<file path="src/rtl/gwd_pkg.sv">
package gwd_pkg;

  // Fixed field widths of the block.
  localparam int DATA_BITS   = 32;
  localparam int POLY_BITS   = 32;
  localparam int REG_BITS    = POLY_BITS + 1;
  localparam int RESULT_BITS = 63;
  localparam int CNT_BITS    = 6;
  localparam int CFG_IDX_BITS = 2;
  localparam int CFG_DATA_BITS = 32;
  localparam int SEL_BITS    = 5;

  // Configuration register indexes.
  localparam logic [CFG_IDX_BITS-1:0] CFG_POLYNOMIAL    = 2'd0;
  localparam logic [CFG_IDX_BITS-1:0] CFG_INVERT_OUTPUT = 2'd1;
  localparam logic [CFG_IDX_BITS-1:0] CFG_WORD_WIDTH    = 2'd2;

  // Reset values of the configuration.
  localparam logic [POLY_BITS-1:0] POLY_RESET  = 32'd135169;
  localparam logic [CNT_BITS-1:0]  WIDTH_RESET = 6'd8;

  // Commands from the controller to the datapath.
  typedef struct packed {
    logic load;
    logic step;
    logic push;
  } gwd_cmd_t;

  // Status from the datapath to the controller.
  typedef struct packed {
    logic zero;
    logic last;
  } gwd_sts_t;

  // A width of zero behaves as one, and widths above the data word clamp to it.
  function automatic logic [CNT_BITS-1:0] eff_width(input logic [CNT_BITS-1:0] w);
    logic [CNT_BITS-1:0] r;
    r = w;
    if (w == '0) begin
      r = CNT_BITS'(1);
    end else if (w > CNT_BITS'(DATA_BITS)) begin
      r = CNT_BITS'(DATA_BITS);
    end
    return r;
  endfunction

endpackage

</file>
<file path="src/rtl/gwd_ifs.sv">
// Input channel: one scrambled word and the number of bits to descramble.
interface gwd_in_if import gwd_pkg::*; ();
  logic                 valid;
  logic                 ready;
  logic [DATA_BITS-1:0] data_word;
  logic [CNT_BITS-1:0]  bit_count;

  modport source (output valid, output data_word, output bit_count, input ready);
  modport sink   (input valid, input data_word, input bit_count, output ready);
endinterface

// Result channel: the shifted word with the descrambled bits at the bottom.
interface gwd_out_if import gwd_pkg::*; ();
  logic                   valid;
  logic                   ready;
  logic [RESULT_BITS-1:0] result_word;

  modport source (output valid, output result_word, input ready);
  modport sink   (input valid, input result_word, output ready);
endinterface

</file>
<file path="src/rtl/gwd_ctrl.sv">
module gwd_ctrl import gwd_pkg::*; (
  input  logic     clk,
  input  logic     rst_n,
  input  logic     in_valid,
  output logic     in_ready,
  output logic     out_valid,
  input  logic     out_ready,
  input  gwd_sts_t sts,
  output gwd_cmd_t cmd
);

  localparam logic [1:0] ST_IDLE = 2'd0;
  localparam logic [1:0] ST_RUN  = 2'd1;
  localparam logic [1:0] ST_PUSH = 2'd2;

  logic [1:0] state_r, state_nxt;
  logic       out_valid_r, out_valid_nxt;
  logic       slot_free;

  // The result register is free when empty or when it is being taken now.
  assign slot_free = !out_valid_r || out_ready;
  assign in_ready  = (state_r == ST_IDLE);
  assign out_valid = out_valid_r;

  // Command decode and next state.
  always_comb begin
    cmd.load  = 1'b0;
    cmd.step  = 1'b0;
    cmd.push  = 1'b0;
    state_nxt = state_r;
    case (state_r)
      ST_IDLE: begin
        if (in_valid) begin
          cmd.load  = 1'b1;
          state_nxt = ST_RUN;
        end
      end
      ST_RUN: begin
        if (sts.zero) begin
          state_nxt = ST_PUSH;
        end else begin
          cmd.step = 1'b1;
          if (sts.last) begin
            state_nxt = ST_PUSH;
          end
        end
      end
      ST_PUSH: begin
        if (slot_free) begin
          cmd.push  = 1'b1;
          state_nxt = ST_IDLE;
        end
      end
      default: begin
        state_nxt = ST_IDLE;
      end
    endcase
  end

  // Output valid flag follows pushes and taken requests.
  always_comb begin
    out_valid_nxt = out_valid_r;
    if (cmd.push) begin
      out_valid_nxt = 1'b1;
    end else if (out_ready) begin
      out_valid_nxt = 1'b0;
    end
  end

  always_ff @(posedge clk) begin
    if (!rst_n) begin
      state_r     <= ST_IDLE;
      out_valid_r <= 1'b0;
    end else begin
      state_r     <= state_nxt;
      out_valid_r <= out_valid_nxt;
    end
  end

endmodule

</file>
<file path="src/rtl/gwd_dp.sv">
module gwd_dp import gwd_pkg::*; (
  input  logic                     clk,
  input  logic                     rst_n,
  input  logic                     cfg_we,
  input  logic [CFG_IDX_BITS-1:0]  cfg_index,
  input  logic [CFG_DATA_BITS-1:0] cfg_data,
  input  logic [DATA_BITS-1:0]     data_word,
  input  logic [CNT_BITS-1:0]      bit_count,
  input  gwd_cmd_t                 cmd,
  output gwd_sts_t                 sts,
  output logic [RESULT_BITS-1:0]   result_word
);

  logic [POLY_BITS-1:0]   poly_r;
  logic                   invert_r;
  logic [CNT_BITS-1:0]    width_r;
  logic [REG_BITS-1:0]    sreg_r, sreg_nxt;
  logic [RESULT_BITS-1:0] word_r, word_nxt;
  logic [RESULT_BITS-1:0] result_r;
  logic [CNT_BITS-1:0]    count_r, idx_r;

  logic [CNT_BITS-1:0]    width;
  logic [CNT_BITS-1:0]    count_sat;
  logic [SEL_BITS-1:0]    sel;
  logic [DATA_BITS-1:0]   word_low;
  logic [DATA_BITS-1:0]   low_mask;
  logic                   in_bit;
  logic [REG_BITS-1:0]    sreg_x;
  logic                   out_bit;

  assign width     = eff_width(width_r);
  assign count_sat = (bit_count > width) ? width : bit_count;

  // One descrambling step: take the top bit, feed the polynomial, enter the output bit.
  always_comb begin
    sel      = SEL_BITS'(width - CNT_BITS'(1));
    word_low = word_r[DATA_BITS-1:0];
    in_bit   = word_low[sel];
    low_mask = {DATA_BITS{1'b1}} >> (CNT_BITS'(DATA_BITS) - width);
    sreg_x   = sreg_r ^ (in_bit ? {1'b0, poly_r} : '0);
    out_bit  = sreg_x[0] ^ invert_r;
    word_nxt = {word_r[RESULT_BITS-2:0], out_bit};
    // At the step that completes a full word, the word is cut back to its width.
    if (idx_r == CNT_BITS'(sel)) begin
      word_nxt = word_nxt & {{(RESULT_BITS-DATA_BITS){1'b0}}, low_mask};
    end
    // Arithmetic right shift repeats the top bit.
    sreg_nxt = {sreg_x[REG_BITS-1], sreg_x[REG_BITS-1:1]};
  end

  assign sts.zero    = (count_r == '0);
  assign sts.last    = ((idx_r + CNT_BITS'(1)) == count_r);
  assign result_word = result_r;

  // Configuration registers.
  always_ff @(posedge clk) begin
    if (!rst_n) begin
      poly_r   <= POLY_RESET;
      invert_r <= 1'b0;
      width_r  <= WIDTH_RESET;
    end else if (cfg_we) begin
      case (cfg_index)
        CFG_POLYNOMIAL:    poly_r   <= cfg_data[POLY_BITS-1:0];
        CFG_INVERT_OUTPUT: invert_r <= cfg_data[0];
        CFG_WORD_WIDTH:    width_r  <= cfg_data[CNT_BITS-1:0];
        default: begin
        end
      endcase
    end
  end

  // The descrambler register keeps its state from item to item.
  always_ff @(posedge clk) begin
    if (!rst_n) begin
      sreg_r <= '1;
    end else if (cmd.step) begin
      sreg_r <= sreg_nxt;
    end
  end

  // Working word, step counters and result register.
  always_ff @(posedge clk) begin
    if (cmd.load) begin
      word_r  <= {{(RESULT_BITS-DATA_BITS){1'b0}}, data_word};
      count_r <= count_sat;
      idx_r   <= '0;
    end else if (cmd.step) begin
      word_r <= word_nxt;
      idx_r  <= idx_r + CNT_BITS'(1);
    end
    if (cmd.push) begin
      result_r <= word_r;
    end
  end

endmodule

</file>
<file path="src/rtl/galois_word_descrambler_top.sv">
// Galois-form word descrambler. Each request carries a word and a bit count;
// that many bits, taken from position word_width-1 downwards, pass one per
// clock through a 33-bit Galois shift register, and one result is returned per
// request. A request with count n (saturated to word_width) is loaded, its n
// bits are stepped in the run state (none if n is zero), its result is loaded
// in the push state once the result register is free, and the next request is
// taken in idle. The result sits in its own register, so a new request may run
// while an earlier result waits to be taken. The user must write configuration
// through the cfg port while the block is idle; the block does not enforce it.
module galois_word_descrambler_top import gwd_pkg::*; (
  input  logic                     clk,
  input  logic                     rst_n,
  input  logic                     cfg_we,
  input  logic [CFG_IDX_BITS-1:0]  cfg_index,
  input  logic [CFG_DATA_BITS-1:0] cfg_data,
  gwd_in_if.sink                   in_ch,
  gwd_out_if.source                out_ch
);

  gwd_cmd_t cmd;
  gwd_sts_t sts;

  // Sequencer for load, bit steps and result hand-off.
  gwd_ctrl u_ctrl (
    .clk       (clk),
    .rst_n     (rst_n),
    .in_valid  (in_ch.valid),
    .in_ready  (in_ch.ready),
    .out_valid (out_ch.valid),
    .out_ready (out_ch.ready),
    .sts       (sts),
    .cmd       (cmd)
  );

  // Shift register, working word and configuration.
  gwd_dp u_dp (
    .clk         (clk),
    .rst_n       (rst_n),
    .cfg_we      (cfg_we),
    .cfg_index   (cfg_index),
    .cfg_data    (cfg_data),
    .data_word   (in_ch.data_word),
    .bit_count   (in_ch.bit_count),
    .cmd         (cmd),
    .sts         (sts),
    .result_word (out_ch.result_word)
  );

endmodule
</file>
<file path="src/flat_wrapper.sv">
// flat-port wrapper written by rule: the top's interface ports become plain ports
module galois_word_descrambler_top_flat import gwd_pkg::*;
  (clk, rst_n, cfg_we, cfg_index, cfg_data, in_ch_valid, in_ch_data_word, in_ch_bit_count, in_ch_ready, out_ch_valid, out_ch_result_word, out_ch_ready);
  gwd_in_if in_ch_i ();
  gwd_out_if out_ch_i ();
  input  logic clk;
  input  logic rst_n;
  input  logic cfg_we;
  input  logic [CFG_IDX_BITS-1:0] cfg_index;
  input  logic [CFG_DATA_BITS-1:0] cfg_data;
  input wire logic [$bits(in_ch_i.valid)-1:0] in_ch_valid;
  input wire logic [$bits(in_ch_i.data_word)-1:0] in_ch_data_word;
  input wire logic [$bits(in_ch_i.bit_count)-1:0] in_ch_bit_count;
  output wire logic [$bits(in_ch_i.ready)-1:0] in_ch_ready;
  output wire logic [$bits(out_ch_i.valid)-1:0] out_ch_valid;
  output wire logic [$bits(out_ch_i.result_word)-1:0] out_ch_result_word;
  input wire logic [$bits(out_ch_i.ready)-1:0] out_ch_ready;
  assign in_ch_i.valid = in_ch_valid;
  assign in_ch_i.data_word = in_ch_data_word;
  assign in_ch_i.bit_count = in_ch_bit_count;
  assign in_ch_ready = in_ch_i.ready;
  assign out_ch_valid = out_ch_i.valid;
  assign out_ch_result_word = out_ch_i.result_word;
  assign out_ch_i.ready = out_ch_ready;
  galois_word_descrambler_top u_core (.clk(clk), .rst_n(rst_n), .cfg_we(cfg_we), .cfg_index(cfg_index), .cfg_data(cfg_data), .in_ch(in_ch_i), .out_ch(out_ch_i));
endmodule
</file>
<file path="config.mk">
export PLATFORM = sky130hd
export DESIGN_NAME = galois_word_descrambler_top_flat
export DESIGN_NICKNAME = d
export VERILOG_FILES = /design/src/rtl/gwd_pkg.sv /design/src/rtl/gwd_ifs.sv /design/src/rtl/gwd_ctrl.sv /design/src/rtl/gwd_dp.sv /design/src/rtl/galois_word_descrambler_top.sv /design/src/flat_wrapper.sv
export SDC_FILE = /design/constraint.sdc
export NUM_CORES = 1
export LEC_CHECK = 0
export BUFFER_PORTS_ARGS = -buffer_cell sky130_fd_sc_hd__clkbuf_2
export CAP_MARGIN = 25
export CORE_MARGIN = 3
export CORE_UTILIZATION = 25
export DETAILED_ROUTE_END_ITERATION = 8
export PLACE_DENSITY = 0.54
export SYNTH_ARGS = -nofsm -noshare
export SYNTH_HDL_FRONTEND = slang
export SYNTH_SLANG_ARGS = --single-unit
export TNS_END_PERCENT = 5
</file>
<file path="constraint.sdc">
create_clock -name clk -period 11.8 [get_ports clk]
set_clock_uncertainty 0.1 [all_clocks]
set_input_delay 2.36 -clock clk [delete_from_list [all_inputs] [get_ports clk]]
set_output_delay 2.36 -clock clk [all_outputs]
set_load 0.1 [all_outputs]
</file>
Word level (Yosys, flattened, before mapping)
Cells that the tools add are included.

cells by class
  magnitude comparators = 3
  bitwise logic cells = 3
  shift operators = 1
  equality and inequality tests = 9
  multiplexer cells = 22
  reduce and logical (&&, ||, !) cells = 12
  add/subtract/negate cells = 3

operator list
  cell                                                                  number
  32-bit 2-to-1 mux                                                     3
  63-bit by 32-bit bitwise AND with 63-bit output                       1
  63-bit 2-to-1 mux                                                     1
  33-bit by 32-bit bitwise XOR with 33-bit output                       1
  32-bit by 6-bit >> shifter with 32-bit output, first input constant   1
  6-bit 2-to-1 mux                                                      3
  6-bit zero test                                                       2
  1-bit 2-to-1 mux                                                      9
  2-bit 2-to-1 mux                                                      4
  6-bit by 1-bit adder with 6-bit output, second input constant         1
  6-bit by 5-bit == test with 1-bit output                              1
  6-bit == test                                                         1
  6-bit > comparator                                                    1
  6-bit > comparator, second input constant                             1
  5-bit by 6-bit < comparator with 1-bit output, second input constant  1
  2-bit case mux with 3 select lines                                    1
  2-bit AND reduction                                                   3
  6-bit subtractor, first input constant                                1
  1-bit binary-select mux with 5-bit select                             1
  5-bit by 1-bit subtractor with 5-bit output, second input constant    1
  2-bit by 1-bit == test with 1-bit output, second input constant       2
  2-bit == test, second input constant                                  2
  2-bit zero test                                                       2
  2-bit != test, second input constant                                  2
  6 further kinds                                                       7

storage, ports and cells
  register bits after elaboration = 212
  input port bits = 77

Depth between registers and ports, before layout
Gate-level depths: netlist of the first run.

  depth after elaboration = 13
  gate-level depth with buffers = 14
  depth with buffers taken out = 12

By module
From an unflattened synthesis of the first run, not the netlist that was laid out.

unflattened totals
  cells, all modules = 844
  area total of the unflattened synthesis = 9,157.5 µm²

by module, submodules not included
  module    area an instance (µm²)  seq. area each (µm²)  cells an instance  times used
  gwd_dp    9,009.9                 5,175.0               827                1
  gwd_ctrl  147.6                   60.1                  17                 1

Worst setup path after synthesis of the first run
OpenSTA, ideal clock, no wires.

  kind = in2reg
  start = in out_ch_ready
  end = reg u_core.u_dp.result_r[0], in the netlist u_core.u_dp.result_word[0], enable pin
  cell stages on the path = 2
  arrival time = 5.316 ns
  slack = 5.892 ns
  library setup time = 0.492 ns
  required time = 11.208 ns
  buffers on the path = 0
  path through = nand2b_1 -> nor2b_1

RTL lines
  what                    line                source
  start: declaration      flat_wrapper.sv:17  input wire logic [$bits(out_ch_i.ready)-1:0] out_ch_ready;
  end signal: assignment  gwd_dp.sv:92        result_r <= word_r;
  end: declaration        gwd_dp.sv:19        logic [RESULT_BITS-1:0] result_r;

Final worst setup path of the first run
  start = reg u_core.u_dp.width_r[2]
  end = reg u_core.u_dp.word_r[0], data pin

on the way
  longest elaborated chain between the ends = 13
  elaborated cells on any way between the ends = 17

ends and longest elaborated chain
  what                                             line           source
  start: declaration                               gwd_dp.sv:16   logic [CNT_BITS-1:0] width_r;
  start signal: assignment                         gwd_dp.sv:65   CFG_WORD_WIDTH: width_r <= cfg_data[CNT_BITS-1:0];
  6-bit > comparator                               gwd_pkg.sv:41  end else if (w > CNT_BITS'(DATA_BITS)) begin
  6-bit 2-to-1 mux                                 gwd_pkg.sv:41
  6-bit 2-to-1 mux *                               gwd_pkg.sv:39  if (w == '0) begin
  5-bit by 1-bit subtractor with 5-bit output      gwd_dp.sv:36   sel = SEL_BITS'(width - CNT_BITS'(1));
  1-bit binary-select mux with 5-bit select        gwd_dp.sv:38   in_bit = word_low[sel];
  1-bit 2-to-1 mux (not written as such)           gwd_dp.sv:38
  32-bit 2-to-1 mux                                gwd_dp.sv:40   sreg_x = sreg_r ^ (in_bit ? {1'b0, poly_r} : '0);
  33-bit by 32-bit bitwise XOR with 33-bit output  gwd_dp.sv:40
  1-bit bitwise XOR                                gwd_dp.sv:41   out_bit = sreg_x[0] ^ invert_r;
  63-bit by 32-bit bitwise AND with 63-bit output  gwd_dp.sv:45   word_nxt = word_nxt & {{(RESULT_BITS-DATA_BITS){1'b0}}, low_mask};
  63-bit 2-to-1 mux *                              gwd_dp.sv:44   if (idx_r == CNT_BITS'(sel)) begin
  32-bit 2-to-1 mux *                              gwd_dp.sv:87   end else if (cmd.step) begin
  32-bit 2-to-1 mux *                              gwd_dp.sv:83   if (cmd.load) begin
  end signal: assignment                           gwd_dp.sv:84   word_r <= {{(RESULT_BITS-DATA_BITS){1'b0}}, data_word};
  end signal: assignment                           gwd_dp.sv:88   word_r <= word_nxt;
  end: declaration                                 gwd_dp.sv:18   logic [RESULT_BITS-1:0] word_r, word_nxt;

Mark *: on every way between the ends. The rest lies on a longest branch, timed or not. The select of a mux whose other input is x is not followed.
A chain may end at the register's enable or synchronous reset.

==> results.sh, run 1 <==
export IMPL_clock_sinks=211
export IMPL_arrival_ns=4.38
export IMPL_synth_edff_count=101
export IMPL_clk_latency_ns=0.51
export IMPL_critPathRequiredTime_ns=11.95
export IMPL_max_slew_margin=0.399
export IMPL_startpoint_type="flop"
export IMPL_synth_async_sr_flop_share=0
export IMPL_postCtsSetupRepairBufs=0
export IMPL_gr_usage_all_layers=0.117
export IMPL_core_um2=35600
export IMPL_drv_slew=0
export IMPL_intPower_mw=1.35
export IMPL_drc=0
export IMPL_leakagePower_nw=4.25
export IMPL_initial_core_util=0.254
export IMPL_nets=1050
export IMPL_ys_warnings_count=0
export IMPL_syn_area_um2=9040
export IMPL_fillers=3666
export IMPL_hold_class="flop to flop"
export IMPL_rsz0062_at_grt="false"
export IMPL_wirelength_um=23100
export IMPL_ctsResizeCount=0
export IMPL_vias=6681
export IMPL_fin_setup_tns_ns=0
export IMPL_hpwl_um=15400
export IMPL_avgViaCountPerCell=4.64
export IMPL_grt_ovfl_total=0
export IMPL_num_io_pins=142
export IMPL_die_width_um=196
export IMPL_setup_viol=0
export IMPL_root_buffer="clkbuf_16"
export IMPL_clk_pin_slew_ns=0.06
export IMPL_grt_pass1_wl_um=37000
export IMPL_cp_slowest_stage_delay_ns=0.61
export IMPL_antenna_left=0
export IMPL_ir_drop_uv=107
export IMPL_grt_busiest_layer="met2"
export IMPL_worst_path_max_fanout=33
export IMPL_yosysSeqAreaShare=0.579
export IMPL_grt_max_degree=75
export IMPL_synth_cell_types=57
export IMPL_ys_flop_type="dfxtp_1"
export IMPL_power_switching_mw=0.563
export IMPL_p_per_area_nw_per_um2=174
export IMPL_crit_family="simple AND/OR/NAND/NOR gates"
export IMPL_worst_pin_slew_ns=0.899
export IMPL_die_area_um2=38500
export IMPL_seqPwrFrac=0.457
export IMPL_drive_above_1_share=0.216
export IMPL_comb_power_share=0.167
export IMPL_max_clock_freq_ghz=0.236
export IMPL_wl_per_cell_um=16.1
export IMPL_min_period_over_period=0.359
export IMPL_htree_levels=1
export IMPL_finalHoldViolCount=0
export IMPL_cts_made_buffers=24
export IMPL_cts_tree="yes"
export IMPL_critical_path_class="flop to flop"
export IMPL_n_antenna_cell=0
export IMPL_fin_crit_ns=4.23
export IMPL_grt_use_met2=0.181
export IMPL_met3_usage=0.0218
export IMPL_netlist_instances=832
export IMPL_max_cap_violations=0
export IMPL_syn_nets=921
export IMPL_dp_cells=1396
export IMPL_ys_ff_latch=211
export IMPL_first_global_vias=6606
export IMPL_crit_slowest_cell="mux4_2"
export IMPL_clkPwrFrac=0.377
export IMPL_clk_path_buf_depth=3
export IMPL_io_buffers=141
export IMPL_layout_cells_non_filler=1440
export IMPL_antenna_found_initial=0
export IMPL_firstDrtPassIters=5
export IMPL_area_delta_synth_final_pct=21.6
export IMPL_path_cells="nor4_1 > o21ai_2 > buf_4 > ha_1 > xnor2_2 > mux4_2 > o2bb2ai_1 > nor4_1 > a211oi_4 > buf_4 > a21oi_1 > o31ai_1"
export IMPL_avgSynthCellArea_um2=10.9
export IMPL_end_kind="flop"
export IMPL_hold_buffers=0
export IMPL_die_h_um=196
export IMPL_p_sw_frac=0.294
export IMPL_drtIter0Drc=427
export IMPL_outcome="complete, no violations"
export IMPL_critPathBufInv=2
export IMPL_use_met1=0.171
export IMPL_gp_congestion=0.787
export IMPL_core_rowCount=69
==> final timing paths <==
path	start	end	slack, ns	cells after the start
worst max-delay path	u_core.u_dp.width_r[2]	u_core.u_dp.word_r[0]	7.57	12
worst min-delay path	u_core.u_dp.word_r[62]	u_core.u_dp.result_word[62]	0.34	0
worst max register to register	u_core.u_dp.width_r[2]	u_core.u_dp.word_r[0]	7.57	12
worst min register to register	u_core.u_dp.word_r[62]	u_core.u_dp.result_word[62]	0.34	0
==> cell usage after synthesis, drive strengths merged (3+ instances only) <==
library cell | number | area (um^2)
a211oi | 4 | 47.5
or3 | 30 | 188
xor2 | 8 | 70.1
o31ai | 3 | 22.5
dfxtp | 110 | 2200
a31oi | 6 | 37.5
mux4 | 4 | 90.1
and3 | 4 | 25.0
nand3 | 12 | 60.1
nand2 | 149 | 559
nor2 | 24 | 90.1
mux2i | 50 | 500
edfxtp | 101 | 3030
a21boi | 30 | 225
o21a | 4 | 30.0
mux2 | 3 | 33.8
buf | 7 | 47.5
a22o | 31 | 272
o21ai | 83 | 419
a22oi | 30 | 225
clkbuf | 42 | 158
nor2b | 10 | 62.6
and2 | 3 | 18.8
nand2b | 6 | 37.5
ha | 12 | 150
inv | 9 | 33.8
a21oi | 16 | 80.1
nor4 | 3 | 18.8
xnor2 | 10 | 95.1
nor3 | 5 | 25.0
==> through the flow <==
| step | power [mW] | area (um^2) | setup WS [ns] | util | hold slack (ns) |
|---|---|---|---|---|---|
| after floorplan | 1.12 | 9040 | 5.89 | - | 0.309 |
| after global placement | 1.21 | 10200 | 7.12 | 0.288 | 0.321 |
| after detailed placement | 1.21 | 10200 | 7.10 | 0.288 | 0.324 |
| after CTS | 1.95 | 11000 | 7.55 | 0.309 | 0.340 |
| after global routing | 2.01 | 11000 | 7.27 | 0.309 | 0.357 |
| final | 1.92 | 11000 | 7.57 | 0.309 | 0.337 |
==> flip-flops by register name, indices dropped and copies added, names as in the netlist <==
name,count
u_core.u_dp.count_r,6
u_core.u_ctrl.out_valid,1
u_core.u_dp.width_r,6
u_core.u_dp.result_word,63
u_core.u_dp.invert_r,1
u_core.u_dp.word_r,63
u_core.u_dp.poly_r,32
u_core.u_dp.sreg_r,31
u_core.u_dp.idx_r,6
u_core.u_ctrl.state_r,2
==> layer usage <==
layer	up-vias	part of all wire
li1	3288	-
met1	3174	0.49
met2	184	0.43
met3	35	0.062
met4	0	0.016
met5	-	0
==> final cells by class <==
| cell class | count | area (um^2) | share of cell area |
|---|---|---|---|
| clock buffer | 31 | 668 | 0.0607 |
| sequential | 211 | 5240 | 0.476 |
| clock inverter | 13 | 95.1 | 0.00865 |
| multi-input combinational | 562 | 3600 | 0.327 |
| tap | 461 | 577 | 0.0524 |
| inverter | 10 | 37.5 | 0.00341 |
| timing repair buffer | 152 | 788 | 0.0717 |
==> placed cells by master (no fill, tap or decap), drive strengths merged, types with 4 or more instances in the layout <==
master	synthesis	layout
clkbuf	42	172
nor2	24	24
mux4	4	4
inv	9	9
o21a	4	4
a31oi	6	6
a22oi	30	30
a21boi	30	30
nand2b	6	6
clkinv	1	11
ha	12	12
buf	7	11
a22o	31	31
nand3	12	12
edfxtp	101	101
a21oi	16	16
dfxtp	110	110
nand2	149	149
xor2	8	8
mux2i	50	50
nor3	5	5
nor2b	10	10
o21ai	83	83
a211oi	4	4
or3	30	30
and3	4	4
xnor2	10	10
==> power groups by stage <==
stage                     clock network, mW  logic [mW]  registers [mW]
after floorplan                           0       0.177           0.938
after global placement                    0       0.319           0.889
after detailed placement                  0       0.322           0.890
after CTS                             0.749       0.323           0.875
after global routing                  0.779       0.347           0.880
final                                 0.722       0.319           0.875
==> logic make-up after synthesis <==
group                      after synthesis  share of synthesized area
xor gates and xnor gates                18                     0.0183
muxes                                   57                     0.0690
DFF                                    211                      0.579
and+or+nand+nor                        258                      0.131
buffers and inverters                   59                     0.0268
AOI/OAI and AO/OA                      217                      0.160
adders and majority gates               12                     0.0166
==> worst register-to-register path, delay by kind of cell, from the launching register on <==
family          cells  cell delay, ns
compound gates      5            0.71
buf+inv             2            0.56
mux                 1            0.61
simple gates        2            0.73
flops               1            0.38
fa+ha+maj           1            0.30
xor+xnor            1            0.57
Power figures use the tool's default switching activity.
==> run 2: changes to the inputs <==
==> constraint.sdc (replaced) <==
create_clock -name clk -period 4 [get_ports clk]
set_clock_uncertainty 0.1 [all_clocks]
set_input_delay 0.8 -clock clk [delete_from_list [all_inputs] [get_ports clk]]
set_output_delay 0.8 -clock clk [all_outputs]
set_load 0.1 [all_outputs]
==> run 2 against run 1 <==
  * Combinational power rose to 3.0 times the previous value
  * Worst setup slack worse by 7.3 ns
  * Wire length down 1.4%
  * Hold slack better by 0.018 ns
  * Fmax up 14%
  * Critical path type unchanged
==> results.sh, run 2 (synthesized netlist as in run 1, its figures left out) <==
export IMPL_rsz0062_at_grt="false"
export IMPL_first_global_vias=6492
export IMPL_intPower_mw=4.19
export IMPL_root_buffer="clkbuf_16"
export IMPL_grt_ovfl_total=0
export IMPL_fillers=3668
export IMPL_die_h_um=196
export IMPL_cts_made_buffers=25
export IMPL_seqCellArea_um2=5240
export IMPL_layout_cells_non_filler=1445
export IMPL_critPathBufInv=0
export IMPL_ctsResizeCount=0
export IMPL_firstDrtPassIters=5
export IMPL_ir_drop_uv=296
export IMPL_grt_pass1_wl_um=36300
export IMPL_cp_common_cell="o21ai_1"
export IMPL_avgViaCountPerCell=4.63
export IMPL_postCtsSetupRepairBufs=0
export IMPL_drv_slew=0
export IMPL_outcome="complete, no violations"
export IMPL_initial_core_util=0.254
export IMPL_max_cap_violations=0
export IMPL_leakagePower_nw=4.30
export IMPL_fin_setup_tns_ns=0
export IMPL_drive_above_1_share=0.217
export IMPL_gp_congestion=0.821
export IMPL_clk_pin_slew_ns=0.06
export IMPL_max_slew_margin=0.438
export IMPL_cp_slowest_stage_delay_ns=0.64
export IMPL_wirelength_um=22800
export IMPL_dp_cells=1399
export IMPL_area_delta_synth_final_pct=23.0
export IMPL_power_switching_mw=1.66
export IMPL_clkPwrFrac=0.395
export IMPL_core_rowCount=69
export IMPL_finalHoldViolCount=0
export IMPL_startpoint_type="flop"
export IMPL_critical_path_class="flop to flop"
export IMPL_cts_tree="yes"
export IMPL_setup_viol=0
export IMPL_die_width_um=196
export IMPL_clk_latency_ns=0.52
export IMPL_hold_class="flop to flop"
export IMPL_p_sw_frac=0.284
export IMPL_final_cell_mix="149 x nand2_1, 141 x clkbuf_2, 110 x dfxtp_1"
export IMPL_worst_path_max_fanout=13
export IMPL_critPathRequiredTime_ns=4.14
export IMPL_placed_area_um2=10300
export IMPL_num_io_pins=142
export IMPL_crit_family="simple AND/OR/NAND/NOR gates"
export IMPL_clk_path_buf_depth=3
export IMPL_max_clock_freq_ghz=0.269
export IMPL_clock_sinks=211
export IMPL_fin_crit_ns=3.71
export IMPL_drc=0
export IMPL_crit_slowest_cell="or4_4"
export IMPL_arrival_ns=3.86
export IMPL_nets=1054
export IMPL_min_period_over_period=0.928
export IMPL_p_per_area_nw_per_um2=526
export IMPL_comb_power_share=0.164
export IMPL_vias=6686
export IMPL_final_util=0.313
export IMPL_die_area_um2=38500
export IMPL_io_buffers=141
export IMPL_seqPwrFrac=0.441
export IMPL_wl_per_cell_um=15.8
export IMPL_n_antenna_cell=0
export IMPL_path_cells="nor4_1 > o21ai_2 > ha_1 > xnor2_2 > xnor2_1 > or4_1 > or4_4 > or2_1 > o21ai_1 > o21ai_1"
export IMPL_layout_commonest_cell="nand2_1"
export IMPL_end_kind="flop"
export IMPL_drtIter0Drc=491
export IMPL_grt_max_degree=64
export IMPL_antenna_left=0
export IMPL_worst_pin_slew_ns=0.843
export IMPL_gr_usage_all_layers=0.114
export IMPL_hold_buffers=0
export IMPL_fin_area_um2=11100
export IMPL_core_um2=35600
export IMPL_antenna_found_initial=0
export IMPL_multi_input_area_um2=3610
export IMPL_hpwl_um=15500
export IMPL_htree_levels=1
## run 2: changes by cell type in the layout (fill, tap and decap cells not counted)
cell	change
a31oi_2	-1
a31oi_4	+1
buf_12	+1
buf_4	+2
bufinv_16	+3
clkbuf_1	+3
clkbuf_8	-1
clkinv_1	-1
clkinv_2	-3
clkinv_4	-1
clkinvlp_4	+1
inv_6	+1
nor2_2	-1
nor2_4	+1
## run 2: final cells by class
class	instances	share of cell area
inverter	10	0.00337
clock inverter	13	0.0156
clock buffer	33	0.0598
multi-input combinational	562	0.325
timing repair buffer	155	0.0740
sequential	211	0.471
tap	461	0.0519
## run 2: per-layer routing
layer,vias to the layer above,GRT usage,wire length [um]
met4,0,0.0272,346
met1,3181,0.169,11200
met5,-,0,0
li1,3297,-,-
met2,186,0.173,9940
met3,22,0.0216,1350
## run 2: power groups by stage
stage	clock (mW)	sequential (mW)	combinational, mW
final	2.31	2.58	0.961
after global routing	2.48	2.60	1.04
after CTS	2.39	2.58	0.974
after detailed placement	0	2.63	0.970
after global placement	0	2.62	0.961
after floorplan	0	2.77	0.523
## run 2: worst paths after layout
kind                     startpoint                           to  slack, ns  depth (start not counted)
max          u_core.u_dp.width_r[2]        u_core.u_dp.word_r[7]       0.29                         10
min          u_core.u_dp.word_r[46]  u_core.u_dp.result_word[46]       0.36                          0
max reg2reg  u_core.u_dp.width_r[2]        u_core.u_dp.word_r[7]       0.29                         10
min reg2reg  u_core.u_dp.word_r[46]  u_core.u_dp.result_word[46]       0.36                          0
## run 2: per-stage QoR
stage	hold WS [ns]	total power, mW	setup WS, ns
final	0.356	5.85	0.287
after global routing	0.363	6.12	0.0959
after CTS	0.353	5.95	0.303
after detailed placement	0.337	3.60	0.325
after global placement	0.327	3.58	0.400
after floorplan	0.309	3.29	0.247
## run 2: worst register-to-register path, delay by kind of cell (launching register included)
family                     cells  cell delay [ns]
DFF                            1             0.37
and+or+nand+nor                4             1.76
xor gates and xnor gates       2             0.64
AOI/OAI and AO/OA              3             0.30
adders and majority gates      1             0.27
==> run 3: changes to the inputs <==
--- a/config.mk
+++ b/config.mk
@@ -11,6 +11,7 @@
 export CORE_UTILIZATION = 25
 export DETAILED_ROUTE_END_ITERATION = 8
 export PLACE_DENSITY = 0.54
+export SETUP_SLACK_MARGIN = 0.5
 export SYNTH_ARGS = -nofsm -noshare
 export SYNTH_HDL_FRONTEND = slang
 export SYNTH_SLANG_ARGS = --single-unit
==> run 3 against run 2 <==
  * Critical endpoint is now u_core.u_dp.sreg_r[8]
  * Sequential share of layout area shrank 0.31 points
  * Die area is the same
  * Combinational power grew 5%
  * Worst setup slack gained 0.37 ns
  * Clock power is essentially flat
  * Wire length grew 1.3%
  * Register-to-register slack gained 0.37 ns
  * Count of clock-buffer cells in the layout is the same
  * Non-clock buffer count grew 5
==> results.sh, run 3 (synthesized netlist as in run 1, its figures left out) <==
export IMPL_critical_path_class="flop to flop"
export IMPL_fillers=3658
export IMPL_drc=0
export IMPL_setup_worst_path_start="u_core.u_dp.width_r[1]"
export IMPL_clk_path_buf_depth=3
export IMPL_gr_usage_all_layers=0.115
export IMPL_avgViaCountPerCell=4.61
export IMPL_startpoint_type="flop"
export IMPL_arrival_ns=3.60
export IMPL_layout_commonest_cell="nand2_1"
export IMPL_initial_core_util=0.254
export IMPL_hold_class="flop to flop"
export IMPL_drv_slew=0
export IMPL_clk_pin_slew_ns=0.06
export IMPL_grt_ovfl_total=0
export IMPL_max_cap_violations=0
export IMPL_worstSetupEndpoint="u_core.u_dp.sreg_r[8]"
export IMPL_io_buffers=141
export IMPL_first_global_vias=6511
export IMPL_grt_max_degree=64
export IMPL_hpwl_um=15500
export IMPL_whs_ns=0.356
export IMPL_worst_pin_slew_ns=0.845
export IMPL_die_area_um2=38500
export IMPL_antenna_found_initial=0
export IMPL_p_per_area_nw_per_um2=527
export IMPL_die_h_um=196
export IMPL_multi_input_area_um2=3630
export IMPL_vias=6680
export IMPL_max_clock_freq_ghz=0.299
export IMPL_root_buffer="clkbuf_16"
export IMPL_rsz0062_at_grt="false"
export IMPL_nets=1059
export IMPL_drtIter0Drc=450
export IMPL_wirelength_um=23100
export IMPL_seqCellArea_um2=5240
export IMPL_core_um2=35600
export IMPL_final_cell_mix="149 x nand2_1, 141 x clkbuf_2, 107 x dfxtp_1"
export IMPL_leakagePower_nw=4.33
export IMPL_hold_buffers=0
export IMPL_firstDrtPassIters=5
export IMPL_die_width_um=196
export IMPL_antenna_left=0
export IMPL_min_period_over_period=0.837
export IMPL_r2r_slack_ns=0.65
export IMPL_clock_sinks=211
export IMPL_wl_per_cell_um=16.0
export IMPL_finalHoldViolCount=0
export IMPL_grt_pass1_wl_um=36400
export IMPL_ir_drop_uv=296
export IMPL_drive_above_1_share=0.226
export IMPL_gp_congestion=0.821
export IMPL_cts_made_buffers=25
export IMPL_fin_crit_ns=3.35
export IMPL_setup_viol=0
export IMPL_r2r_cells=13
export IMPL_r2r_end="u_core.u_dp.sreg_r[8]"
export IMPL_fin_setup_tns_ns=0
export IMPL_area_delta_synth_final_pct=23.9
export IMPL_htree_levels=1
export IMPL_cts_tree="yes"
export IMPL_worst_path_max_fanout=15
export IMPL_num_io_pins=142
export IMPL_worstReg2RegStart="u_core.u_dp.width_r[1]"
export IMPL_max_slew_margin=0.437
export IMPL_outcome="complete, no violations"
export IMPL_core_rowCount=69
export IMPL_end_kind="flop"
export IMPL_n_antenna_cell=0
export IMPL_critPathRequiredTime_ns=4.26
export IMPL_clk_latency_ns=0.52
[run 3: changes by cell type in the layout (fill, tap and decap cells not counted)]
| cell | before | now |
|---|---|---|
| buf_4 | 13 | 16 |
| buf_6 | 0 | 1 |
| clkbuf_16 | 25 | 26 |
| dfxtp_1 | 110 | 107 |
| dfxtp_2 | 0 | 3 |
| ha_1 | 12 | 11 |
| ha_2 | 0 | 1 |
| nor4_1 | 3 | 2 |
| nor4_2 | 0 | 1 |
| xnor2_2 | 1 | 0 |
| xnor2_4 | 0 | 1 |
[run 3: where the power goes]
part	internal [mW]	switching, mW
registers	2.46	0.122
logic	0.335	0.675
clock network	1.43	0.887
[run 3: worst min-delay path by stage]
stage / start / endpoint / slack [ns] / cells after the start
after floorplan: u_core.u_dp.word_r[62] / u_core.u_dp.result_word[62] / 0.31 / 0
after global placement: u_core.u_dp.word_r[62] / u_core.u_dp.result_word[62] / 0.33 / 0
after detailed placement: u_core.u_dp.word_r[62] / u_core.u_dp.result_word[62] / 0.34 / 0
after CTS: u_core.u_dp.word_r[62] / u_core.u_dp.result_word[62] / 0.35 / 0
after global routing: u_core.u_dp.word_r[46] / u_core.u_dp.result_word[46] / 0.36 / 0
final: u_core.u_dp.word_r[58] / u_core.u_dp.result_word[58] / 0.36 / 0
[run 3: area by class of cell]
type | instances | share of cell area
Inverter | 10 | 0.00335
Multi-Input combinational cell | 562 | 0.324
Clock inverter | 13 | 0.0155
Clock buffer | 33 | 0.0594
Tap cell | 461 | 0.0515
Sequential cell | 211 | 0.467
Timing Repair Buffer | 160 | 0.0787
[run 3: layer usage]
metal / track usage / routed length (um) / vias to the layer above
li1: - / - / 3310
met1: 0.169 / 11300 / 3161
met2: 0.173 / 10000 / 187
met3: 0.0216 / 1450 / 22
met4: 0.0272 / 346 / 0
met5: 0 / 0 / -
[run 3: timing repair]
action / in CTS / in global routing
buffers inserted: 2 / 2
cloned: 0 / 1
setup endpoints to repair: 47 / 37
gates resized for setup: 2 / 5
pin swaps: 1 / 3
[run 3: worst max-delay path, cell delays in order (launching register included)]
cell       delay [ns]
dfxtp_1          0.35
nor4_2           0.31
o21ai_2          0.10
ha_1             0.29
xnor2_4          0.27
buf_4            0.16
mux4_2           0.48
and2_1           0.17
o22ai_1          0.27
a211oi_4         0.08
buf_4            0.18
clkbuf_16        0.19
mux2i_1          0.15
a22oi_1          0.08
[run 3: metrics by stage]
| stage | setup WS, ns | utilization | area [um^2] | power (mW) | std cells |
|---|---|---|---|---|---|
| global route | 0.479 | 0.315 | 11200 | 6.17 | 1450 |
| finish | 0.652 | 0.315 | 11200 | 5.91 | 1450 |
| CTS | 0.515 | 0.314 | 11200 | 5.95 | 1447 |
| global placement | 0.400 | 0.289 | 10300 | 3.58 | 1399 |
| detailed placement | 0.325 | 0.289 | 10300 | 3.60 | 1399 |
| floorplan | 0.247 | - | 9050 | 3.29 | 832 |
